### config.mk
export PLATFORM = sky130hd
export DESIGN_NAME = cube_face_and_uv_select_core
export DESIGN_NICKNAME = d
export VERILOG_FILES = /design/src/hw/rtl/cfs_pkg.sv /design/src/hw/rtl/cube_face_and_uv_select_core.sv /design/src/hw/rtl/cfs_front.sv /design/src/hw/rtl/cfs_cell.sv /design/src/hw/rtl/cfs_out_buf.sv
export SDC_FILE = /design/constraint.sdc
export NUM_CORES = 2
export LEC_CHECK = 0
export BUFFER_PORTS_ARGS = -buffer_cell sky130_fd_sc_hd__buf_2
export CORE_MARGIN = 2
export CORE_UTILIZATION = 35
export DETAILED_ROUTE_END_ITERATION = 12
export MAX_ROUTING_LAYER = met4
export PLACE_DENSITY = 0.48
export REMOVE_ABC_BUFFERS = 1
export SLEW_MARGIN = 20
export SYNTH_ARGS = -nofsm -noshare
export SYNTH_HDL_FRONTEND = slang
export SYNTH_SLANG_ARGS = --single-unit
### constraint.sdc
create_clock -name clk -period 27 [get_ports clk]
set_input_delay 1.35 -clock clk [delete_from_list [all_inputs] [get_ports clk]]
set_output_delay 1.35 -clock clk [all_outputs]
set_load 0.01 [all_outputs]
### src/hw/rtl/cfs_pkg.sv
// shared types and codes for the cube face and coordinate select core
`default_nettype none

package cfs_pkg;

  typedef enum logic [2:0] {
    FACE_POS_X = 3'd0,
    FACE_NEG_X = 3'd1,
    FACE_POS_Y = 3'd2,
    FACE_NEG_Y = 3'd3,
    FACE_POS_Z = 3'd4,
    FACE_NEG_Z = 3'd5
  } face_t;

  localparam face_t ZERO_VECTOR_FACE = FACE_NEG_X;

  typedef struct packed {
    face_t face;
    logic  zero;
    logic  sat_u;
    logic  sat_v;
  } ctl_t;

endpackage

`default_nettype wire

### src/hw/rtl/cube_face_and_uv_select_core.sv
// top level of the cube face and coordinate select core
// usage:
//   in_valid/in_ready carry one signed direction (in_dir_x, in_dir_y, in_dir_z)
//   out_valid/out_ready carry face index, coordinates u and v, and the
//   zero vector flag, one result per input transfer, in order
// pipeline: one select stage, one division cell per coordinate bit and one
//   output register; the cell chain divides u and v side by side
// throughput: one transfer per cycle while the skid slot is empty
// stall: with a result waiting and out_ready low, the next result goes to a
//   skid slot; while that slot is full the chain freezes and in_ready is low,
//   in_ready returns the cycle after out_ready is seen
// reset: rst_n low empties the chain and the output stage, in_ready is low
//   during reset and high right after it
// all-zero direction: face 1 (-X), both coordinates one half, flag set
`default_nettype none

module cube_face_and_uv_select_core #(
  parameter int COMPONENT_BITS = 16,
  parameter int COORD_BITS     = 16
) (
  input  wire                             clk,
  input  wire                             rst_n,
  input  wire                             in_valid,
  output logic                            in_ready,
  input  wire signed [COMPONENT_BITS-1:0] in_dir_x,
  input  wire signed [COMPONENT_BITS-1:0] in_dir_y,
  input  wire signed [COMPONENT_BITS-1:0] in_dir_z,
  output logic                            out_valid,
  input  wire                             out_ready,
  output logic [2:0]                      out_face_index,
  output logic [COORD_BITS-1:0]           out_coord_u,
  output logic [COORD_BITS-1:0]           out_coord_v,
  output logic                            out_zero_vector
);

  localparam int B  = COMPONENT_BITS;
  localparam int CB = COORD_BITS;

  logic               en;
  logic               valid_c [0:CB];
  cfs_pkg::ctl_t      ctl_c   [0:CB];
  logic [B:0]         d2_c    [0:CB];
  logic [B:0]         ru_c    [0:CB];
  logic [B:0]         rv_c    [0:CB];
  logic [CB-1:0]      qu_c    [0:CB];
  logic [CB-1:0]      qv_c    [0:CB];

  cfs_front #(
    .COMPONENT_BITS(B)
  ) u_front (
    .clk     (clk),
    .rst_n   (rst_n),
    .en      (en),
    .valid_i (in_valid),
    .dir_x   (in_dir_x),
    .dir_y   (in_dir_y),
    .dir_z   (in_dir_z),
    .valid_o (valid_c[0]),
    .ctl_o   (ctl_c[0]),
    .d2_o    (d2_c[0]),
    .tu_o    (ru_c[0]),
    .tv_o    (rv_c[0])
  );

  assign qu_c[0] = '0;
  assign qv_c[0] = '0;

  for (genvar i = 0; i < CB; i++) begin : g_cell
    cfs_cell #(
      .COMPONENT_BITS(B),
      .COORD_BITS    (CB)
    ) u_cell (
      .clk     (clk),
      .rst_n   (rst_n),
      .en      (en),
      .valid_i (valid_c[i]),
      .ctl_i   (ctl_c[i]),
      .d2_i    (d2_c[i]),
      .ru_i    (ru_c[i]),
      .rv_i    (rv_c[i]),
      .qu_i    (qu_c[i]),
      .qv_i    (qv_c[i]),
      .valid_o (valid_c[i+1]),
      .ctl_o   (ctl_c[i+1]),
      .d2_o    (d2_c[i+1]),
      .ru_o    (ru_c[i+1]),
      .rv_o    (rv_c[i+1]),
      .qu_o    (qu_c[i+1]),
      .qv_o    (qv_c[i+1])
    );
  end

  cfs_out_buf #(
    .COORD_BITS(CB)
  ) u_out_buf (
    .clk             (clk),
    .rst_n           (rst_n),
    .valid_i         (valid_c[CB]),
    .ctl_i           (ctl_c[CB]),
    .qu_i            (qu_c[CB]),
    .qv_i            (qv_c[CB]),
    .en_o            (en),
    .out_valid       (out_valid),
    .out_ready       (out_ready),
    .out_face_index  (out_face_index),
    .out_coord_u     (out_coord_u),
    .out_coord_v     (out_coord_v),
    .out_zero_vector (out_zero_vector)
  );

  assign in_ready = en && rst_n;

endmodule

`default_nettype wire

### src/hw/rtl/cfs_front.sv
// major axis select and division operand setup stage
`default_nettype none

module cfs_front #(
  parameter int COMPONENT_BITS = 16
) (
  input  wire                             clk,
  input  wire                             rst_n,
  input  wire                             en,
  input  wire                             valid_i,
  input  wire signed [COMPONENT_BITS-1:0] dir_x,
  input  wire signed [COMPONENT_BITS-1:0] dir_y,
  input  wire signed [COMPONENT_BITS-1:0] dir_z,
  output logic                            valid_o,
  output cfs_pkg::ctl_t                   ctl_o,
  output logic [COMPONENT_BITS:0]         d2_o,
  output logic [COMPONENT_BITS:0]         tu_o,
  output logic [COMPONENT_BITS:0]         tv_o
);

  localparam int B = COMPONENT_BITS;
  localparam int W = COMPONENT_BITS + 2;

  logic                  valid_r;
  cfs_pkg::ctl_t         ctl_r, ctl_nxt;
  logic [B:0]            d2_r, d2_nxt;
  logic [B:0]            tu_r, tu_nxt;
  logic [B:0]            tv_r, tv_nxt;

  logic signed [W-1:0]   xe, ye, ze, ax, ay, az;
  logic signed [W-1:0]   m, nu, nv, d, su, sv, tu, tv, d2;
  logic                  x_major, y_major, m_pos;

  always_comb begin
    xe = $signed({{2{dir_x[B-1]}}, dir_x});
    ye = $signed({{2{dir_y[B-1]}}, dir_y});
    ze = $signed({{2{dir_z[B-1]}}, dir_z});
    ax = xe[W-1] ? -xe : xe;
    ay = ye[W-1] ? -ye : ye;
    az = ze[W-1] ? -ze : ze;
    x_major = (ax >= ay) && (ax >= az);
    y_major = !x_major && (ay >= az);
    priority if (x_major) begin
      m  = xe;
      nu = -ze;
      nv = ye;
    end else if (y_major) begin
      m  = ye;
      nu = xe;
      nv = ze;
    end else begin
      m  = ze;
      nu = xe;
      nv = -ye;
    end
    m_pos = !m[W-1] && (m != '0);
    d  = m[W-1] ? -m : m;
    su = m[W-1] ? -nu : nu;
    sv = m[W-1] ? -nv : nv;
    tu = su + d;
    tv = sv + d;
    d2 = d + d;

    priority if (x_major) begin
      ctl_nxt.face = m_pos ? cfs_pkg::FACE_POS_X : cfs_pkg::FACE_NEG_X;
    end else if (y_major) begin
      ctl_nxt.face = m_pos ? cfs_pkg::FACE_POS_Y : cfs_pkg::FACE_NEG_Y;
    end else begin
      ctl_nxt.face = m_pos ? cfs_pkg::FACE_POS_Z : cfs_pkg::FACE_NEG_Z;
    end
    ctl_nxt.zero  = (d == '0);
    ctl_nxt.sat_u = (tu == d2);
    ctl_nxt.sat_v = (tv == d2);
    d2_nxt = d2[B:0];
    tu_nxt = tu[B:0];
    tv_nxt = tv[B:0];
  end

  always_ff @(posedge clk) begin
    if (!rst_n) begin
      valid_r <= 1'b0;
    end else if (en) begin
      valid_r <= valid_i;
    end
  end

  always_ff @(posedge clk) begin
    if (en) begin
      ctl_r <= ctl_nxt;
      d2_r  <= d2_nxt;
      tu_r  <= tu_nxt;
      tv_r  <= tv_nxt;
    end
  end

  assign valid_o = valid_r;
  assign ctl_o   = ctl_r;
  assign d2_o    = d2_r;
  assign tu_o    = tu_r;
  assign tv_o    = tv_r;

endmodule

`default_nettype wire

### src/hw/rtl/cfs_cell.sv
// one restoring division step producing one coordinate bit for u and v
`default_nettype none

module cfs_cell #(
  parameter int COMPONENT_BITS = 16,
  parameter int COORD_BITS     = 16
) (
  input  wire                         clk,
  input  wire                         rst_n,
  input  wire                         en,
  input  wire                         valid_i,
  input  cfs_pkg::ctl_t               ctl_i,
  input  wire  [COMPONENT_BITS:0]     d2_i,
  input  wire  [COMPONENT_BITS:0]     ru_i,
  input  wire  [COMPONENT_BITS:0]     rv_i,
  input  wire  [COORD_BITS-1:0]       qu_i,
  input  wire  [COORD_BITS-1:0]       qv_i,
  output logic                        valid_o,
  output cfs_pkg::ctl_t               ctl_o,
  output logic [COMPONENT_BITS:0]     d2_o,
  output logic [COMPONENT_BITS:0]     ru_o,
  output logic [COMPONENT_BITS:0]     rv_o,
  output logic [COORD_BITS-1:0]       qu_o,
  output logic [COORD_BITS-1:0]       qv_o
);

  localparam int B  = COMPONENT_BITS;
  localparam int CB = COORD_BITS;

  logic            valid_r;
  cfs_pkg::ctl_t   ctl_r;
  logic [B:0]      d2_r;
  logic [B:0]      ru_r, ru_nxt;
  logic [B:0]      rv_r, rv_nxt;
  logic [CB-1:0]   qu_r, qu_nxt;
  logic [CB-1:0]   qv_r, qv_nxt;

  logic [B+1:0]    ru2, rv2, dext, ru_sub, rv_sub;
  logic            ge_u, ge_v;

  always_comb begin
    ru2    = {ru_i, 1'b0};
    rv2    = {rv_i, 1'b0};
    dext   = {1'b0, d2_i};
    ge_u   = (ru2 >= dext);
    ge_v   = (rv2 >= dext);
    ru_sub = ru2 - dext;
    rv_sub = rv2 - dext;
    ru_nxt = ge_u ? ru_sub[B:0] : ru2[B:0];
    rv_nxt = ge_v ? rv_sub[B:0] : rv2[B:0];
    qu_nxt = {qu_i[CB-2:0], ge_u};
    qv_nxt = {qv_i[CB-2:0], ge_v};
  end

  always_ff @(posedge clk) begin
    if (!rst_n) begin
      valid_r <= 1'b0;
    end else if (en) begin
      valid_r <= valid_i;
    end
  end

  always_ff @(posedge clk) begin
    if (en) begin
      ctl_r <= ctl_i;
      d2_r  <= d2_i;
      ru_r  <= ru_nxt;
      rv_r  <= rv_nxt;
      qu_r  <= qu_nxt;
      qv_r  <= qv_nxt;
    end
  end

  assign valid_o = valid_r;
  assign ctl_o   = ctl_r;
  assign d2_o    = d2_r;
  assign ru_o    = ru_r;
  assign rv_o    = rv_r;
  assign qu_o    = qu_r;
  assign qv_o    = qv_r;

endmodule

`default_nettype wire

### src/hw/rtl/cfs_out_buf.sv
// output register with skid slot, decouples the cell chain from out_ready
`default_nettype none

module cfs_out_buf #(
  parameter int COORD_BITS = 16
) (
  input  wire                    clk,
  input  wire                    rst_n,
  input  wire                    valid_i,
  input  cfs_pkg::ctl_t          ctl_i,
  input  wire  [COORD_BITS-1:0]  qu_i,
  input  wire  [COORD_BITS-1:0]  qv_i,
  output logic                   en_o,
  output logic                   out_valid,
  input  wire                    out_ready,
  output logic [2:0]             out_face_index,
  output logic [COORD_BITS-1:0]  out_coord_u,
  output logic [COORD_BITS-1:0]  out_coord_v,
  output logic                   out_zero_vector
);

  localparam int CB = COORD_BITS;
  localparam logic [CB-1:0] HALF = {1'b1, {(CB-1){1'b0}}};

  logic            out_valid_r, out_valid_nxt;
  logic            skid_full_r, skid_full_nxt;
  logic [2:0]      face_r, skid_face_r, face_in;
  logic [CB-1:0]   u_r, skid_u_r, u_in;
  logic [CB-1:0]   v_r, skid_v_r, v_in;
  logic            zero_r, skid_zero_r;
  logic            incoming, out_free, load_out, load_skid, from_skid;

  always_comb begin
    face_in  = ctl_i.zero ? 3'(cfs_pkg::ZERO_VECTOR_FACE) : 3'(ctl_i.face);
    u_in     = ctl_i.zero ? HALF : (ctl_i.sat_u ? '1 : qu_i);
    v_in     = ctl_i.zero ? HALF : (ctl_i.sat_v ? '1 : qv_i);
    incoming = !skid_full_r && valid_i;
    out_free = !out_valid_r || out_ready;
    from_skid = out_free && skid_full_r;
    load_out  = out_free && !skid_full_r && incoming;
    load_skid = !out_free && incoming;
    out_valid_nxt = out_free ? (skid_full_r || incoming) : 1'b1;
    skid_full_nxt = out_free ? 1'b0 : (skid_full_r || incoming);
  end

  always_ff @(posedge clk) begin
    if (!rst_n) begin
      out_valid_r <= 1'b0;
      skid_full_r <= 1'b0;
    end else begin
      out_valid_r <= out_valid_nxt;
      skid_full_r <= skid_full_nxt;
    end
  end

  always_ff @(posedge clk) begin
    if (from_skid) begin
      face_r <= skid_face_r;
      u_r    <= skid_u_r;
      v_r    <= skid_v_r;
      zero_r <= skid_zero_r;
    end else if (load_out) begin
      face_r <= face_in;
      u_r    <= u_in;
      v_r    <= v_in;
      zero_r <= ctl_i.zero;
    end
    if (load_skid) begin
      skid_face_r <= face_in;
      skid_u_r    <= u_in;
      skid_v_r    <= v_in;
      skid_zero_r <= ctl_i.zero;
    end
  end

  assign en_o            = !skid_full_r;
  assign out_valid       = out_valid_r;
  assign out_face_index  = face_r;
  assign out_coord_u     = u_r;
  assign out_coord_v     = v_r;
  assign out_zero_vector = zero_r;

endmodule

`default_nettype wire

# [Word level (Yosys, flattened, before mapping)]
# Cells that the tools add are included.
[totals] reg_bits=1281 out_inout_bits=38 wordCells=362
[classes] addsub=39 order_cmp=35 eq_ne=2 n_mux=60 n_bitwise=1 n_reduce_logical=20
[op_table] cell="$ge A18 B17 Y1" n=32
[op_table] cell="$mux W17" n=30
[op_table] cell="$sub A17 B17 Y17" n=30
[op_table] cell="$mux W18" n=11
[op_table] cell="$mux W16" n=8
[op_table] cell="$add A18 B18 Y18" n=3
[op_table] cell="$ge A18 B18 Y1" n=3
[op_table] cell="$neg A16 Y18" n=3
[op_table] cell="$neg A18 Y18" n=3
[op_table] cell="$eq A18 B18 Y1" n=2
[op_table] cell="$logic_not A18 Y1" n=1
[op_table] cell="$reduce_bool A18 Y1" n=1
[op_table] cell="$mux W3" n=5
[op_table] cell="$logic_and A1 B1 Y1" n=9
[op_table] cell="$mux W1" n=6
[op_table] cell="$logic_not A1 Y1" n=5
[op_table] cell="$logic_or A1 B1 Y1" n=2
[op_table] cell="$reduce_bool A2 Y1" n=1
[op_table] cell="$reduce_or A2 Y1" n=1
[op_table] cell="$not A1 Y1" n=1

# [Depth between registers and ports, before layout]
[depth] depth_word=13 depth_mapped=47 mapped_depth_nobuf=38

# [Hierarchy]
# A second synthesis with hierarchy kept.
[unflattened] cells_unflattened=8102 hier_area_um2=95849.4
[modules_own_cells] mod="cfs_cell" n_inst=16 cells_each=409 area_per_inst_um2=5118.7 seq_area_each_um2=2692.6
[modules_own_cells] mod="cfs_front" n_inst=1 cells_each=1363 area_per_inst_um2=10794.1 seq_area_each_um2=1701.6
[modules_own_cells] mod="cfs_out_buf" n_inst=1 cells_each=193 area_per_inst_um2=3146.8 seq_area_each_um2=2202.1
[modules_own_cells] mod="cube_face_and_uv_select_core" n_inst=1 cells_each=2 area_per_inst_um2=10.0 seq_area_each_um2=0.0

# [Least setup slack after synthesis]
# OpenSTA, ideal clock, no wires.
[synth_timing] path_type="register to register" start="reg u_out_buf.skid_full_r" end="reg g_cell[0].u_cell.ctl_r, in the netlist g_cell[0].u_cell.ctl_o[0] (enable)" arrival_ns=22.651 t_required_ns=25.521 setup_slack_ns=2.870 stages_incl_launch_ff=4 period_less_slack_ns=24.130 cell_sequence="dfxtp_1 -> clkbuf_1 -> clkbuf_1 -> inv_1"
[synth_lines] element="from (decl)" line_no="cfs_out_buf.sv:26" source="logic skid_full_r, skid_full_nxt;"
[synth_lines] element="from (signal assigned)" line_no="cfs_out_buf.sv:52" source="skid_full_r <= skid_full_nxt;"
[synth_lines] element="to (signal assigned)" line_no="cfs_cell.sv:65" source="ctl_r <= ctl_i;"
[synth_lines] element="to (decl)" line_no="cfs_cell.sv:31" source="cfs_pkg::ctl_t ctl_r;"
# No word-level cell between the ends.

==> results.py <==
metrics = {
    "status": {
        "outcome": "completed",
    },
    "synth": {
        "synth.distinct_cells": 101,
        "synthTopCellsByArea": "edfxtp_1 50%, ha_1 10%, xnor2_1 3.9%, o21ai_0 3.6%, a21oi_1 3.4%",
        "synth.top_cell.area_share_pct": 50.43,
        "yosys_most_used_dff": "edfxtp_1",
        "yosys.area.top_type": "edfxtp_1",
        "synth_edf_count": 1216,
        "yosysWarnings": 0,
        "synth_area_um2": 72400,
        "ys_seq_area_share_pct": 50.96,
        "ys_async_sr_fraction_pct": 0,
        "syn_inst": 6668,
        "ys_seq_elements": 1235,
        "synth.avg_cell_area_um2": 10.86,
    },
    "floorplan": {
        "die_height_um": 458.8,
        "num_io_pins": 90,
        "fp-row-count": 166,
        "start_util_pct": 35.28,
        "die_area_um2": 210500,
        "die_x_um": 458.8,
        "core_um2": 205200,
    },
    "drt": {
        "dr_total_vias": 48820,
        "drt-total-wl_um": 187000,
        "drt_first_pass_iters": 5,
        "vias_per_cell": 5.094,
        "drt_iter0_drc": 3714,
        "drtAntennaViolNets": 0,
        "drc": 0,
        "avgRoutedWirePerCell_um": 19.51,
    },
    "sta": {
        "finalCriticalPeriod_ns": 11.12,
        "finalSetupViolCount": 0,
        "worst_slew_pin_slew_ns": 1.048,
        "slew_headroom_pct": 29.24,
        "rsz0062_at_grt": "false",
        "period_share_pct": 41.17,
        "fin_setup_tns_ns": 0,
        "drv_slew": 0,
        "fin_skew_ns": 0.04288,
        "fmax_mhz": 89.96,
        "final-hold-violation-count": 0,
        "hold_slack_ns": 0.3951,
    },
    "layout": {
        "finalNonFillerCells": 9584,
        "drive_gt1_share_pct": 7.726,
        "area_growth_pct": 11.59,
        "fin_util_pct": 39.37,
        "nets": 7452,
    },
    "global_route": {
        "antenna_found_initial": 11,
        "grt_pass1_wl_um": 287500,
        "grt_max_degree": 171,
        "grtUsageMet3_pct": 2.574,
        "top_usage_layer": "met2",
        "grt_pass1_vias": 47450,
        "use_met1_pct": 25.62,
        "overflow": 0,
        "grt.met2_usage_pct": 27.24,
        "grt_usage_pct": 18.09,
    },
    "clock_network": {
        "cts_setup_buffers": 0,
        "cts-root-buf": "clkbuf_16",
        "ctsHoldBuffers": 0,
        "h-tree-depth": 4,
        "clock_sinks": 1235,
        "numCtsBuffers": 145,
        "ctsLongestPathBuffers": 3,
        "cts.repair.resized": 0,
        "cts_tree": "yes",
        "insertion_delay_ns": 0.80,
        "clk_pin_slew_ns": 0.06,
    },
    "worst_setup_path": {
        "crit_type": "in -> reg",
        "reg2reg_slack_ns": 21.29,
        "crit_path_end_kind": "register",
        "timing.rr.start": "g_cell[6].u_cell.d2_o[2]",
        "reg2reg_to": "g_cell[7].u_cell.ru_o[10]",
        "cp_slowest_cell": "ha_1",
        "start_kind": "input port",
        "critPathMostFrequentCell": "ha_1",
        "slowest_delay_ns": 0.63,
        "critPathRequiredTime_ns": 27.61,
        "rr_worst_depth": 20,
        "critPathMaxFanout": 58,
        "worstPathArrival_ns": 11.72,
    },
    "place": {
        "port_buffers": 89,
        "place_hpwl_um": 143700,
        "routabilityCongestion": 0.9090,
        "dp.cells": 9314,
    },
    "min_path": {
        "hp-class": "reg -> reg",
        "hold_path_depth": 0,
        "hold-path-endpoint": "g_cell[10].u_cell.qu_o[9]",
        "min_from": "g_cell[9].u_cell.qu_o[8]",
    },
    "run": {
        "cap_violations": 0,
    },
}
## cells in the mapped netlist, types with 19 or more instances
master,n
xnor2_1,323
dfxtp_1,19
nand3_1,74
a211oi_1,31
a21o_1,213
o31ai_1,110
mux2_2,101
nor2_1,519
nand2b_1,137
or3_1,22
xor2_1,135
nor4_1,32
fa_1,30
mux2i_1,50
nor3_1,47
a21oi_1,494
edfxtp_1,1216
inv_1,508
nand2_1,552
nand4_1,90
o21a_1,25
clkbuf_1,149
ha_1,596
o21ai_0,520
nor2b_1,203
a21boi_0,133
and2_1,31
or2_2,34
a211o_1,21
## registers in the layout (all words and copies together) (netlist names), 6 cells and up
register,count
g_cell.u_cell.valid_o,16
u_out_buf.skid_u_r,16
u_front.d2_o,16
g_cell.u_cell.qu_o,136
u_front.ctl_o,6
u_out_buf.out_coord_u,16
u_out_buf.out_coord_v,16
u_out_buf.skid_v_r,16
g_cell.u_cell.qv_o,136
u_front.tv_o,17
g_cell.u_cell.d2_o,240
u_front.tu_o,17
g_cell.u_cell.ctl_o,96
g_cell.u_cell.ru_o,240
g_cell.u_cell.rv_o,240
## through the flow
step / cell area [um^2] / worst slack [ns]
after global placement: 75950 / 15.35
after global routing: 80800 / 15.18
final: 80800 / 15.88
after floorplan: 71690 / 2.936
after detailed placement: 75960 / 15.21
after CTS: 80710 / 16.06
## cell families (layout without fill, tap and decap cells)
kind of cell,Yosys count,in the layout,synth area share [%]
AO/OA/AOI/OAI,1668,1668,14.07
flip-flops,1235,1235,50.96
buffers and inverters,693,906,3.655
other,1,16,0.005179
AND/OR/NAND/NOR,1820,1820,12.03
adder cells (fa/ha/maj),632,632,11.21
multiplexers,153,153,2.309
XOR/XNOR,466,466,5.763
## area by class of cell
cell class,count,area [um^2]
diodes,10,25.02
clock buffers,170,3754
clock inverters,89,1003
fillers,19860,124400
inverters,510,1922
multi-input cells,4745,33000
flip-flops and latches,1235,36900
well taps,2688,3363
repair buffers,137,838.3
## layout by cell type (no fill, tap or decap), types with 89 or more instances in the layout
master / Yosys / final
nand2_1: 552 / 552
a21boi_0: 133 / 133
ha_1: 596 / 596
nand4_1: 90 / 90
xor2_1: 135 / 135
a21oi_1: 494 / 493
a21o_1: 213 / 213
o31ai_1: 110 / 110
mux2_2: 101 / 101
nand2b_1: 137 / 137
nor2_1: 519 / 504
buf_2: 12 / 89
xnor2_1: 323 / 323
inv_1: 508 / 507
o21ai_0: 520 / 520
nor2b_1: 203 / 203
edfxtp_1: 1216 / 1216
clkbuf_16: 0 / 146
## metal layers
layer / wire length (um) / vias up
met5: 0 / -
met4: 4072 / 0
met3: 7682 / 235
met2: 82600 / 951
met1: 92610 / 23260
li1: - / 24380
## critical path, delay by kind of cell
kind | cells | cell delay (ns)
fa+ha+maj | 6 | 2.21
simple gates | 15 | 3.98
buf+inv | 5 | 0.94
xor+xnor | 3 | 0.59
compound gates | 9 | 2.56
## how the worst max path moves through the flow
stage,start,endpoint,slack (ns),cells after the start
floorplan,u_out_buf.skid_full_r,g_cell[0].u_cell.ctl_o[0],2.94,1
global placement,in_dir_y[0],u_front.ctl_o[0],15.35,38
detailed placement,in_dir_x[0],u_front.ctl_o[0],15.21,31
CTS,in_dir_x[0],u_front.ctl_o[0],16.06,31
global route,in_dir_z[1],u_front.ctl_o[0],15.18,38
finish,in_dir_z[0],u_front.ctl_o[0],15.88,38
Power is not shown: default switching activity piles up to over one toggle a cycle in this logic, so the estimate is an artifact.
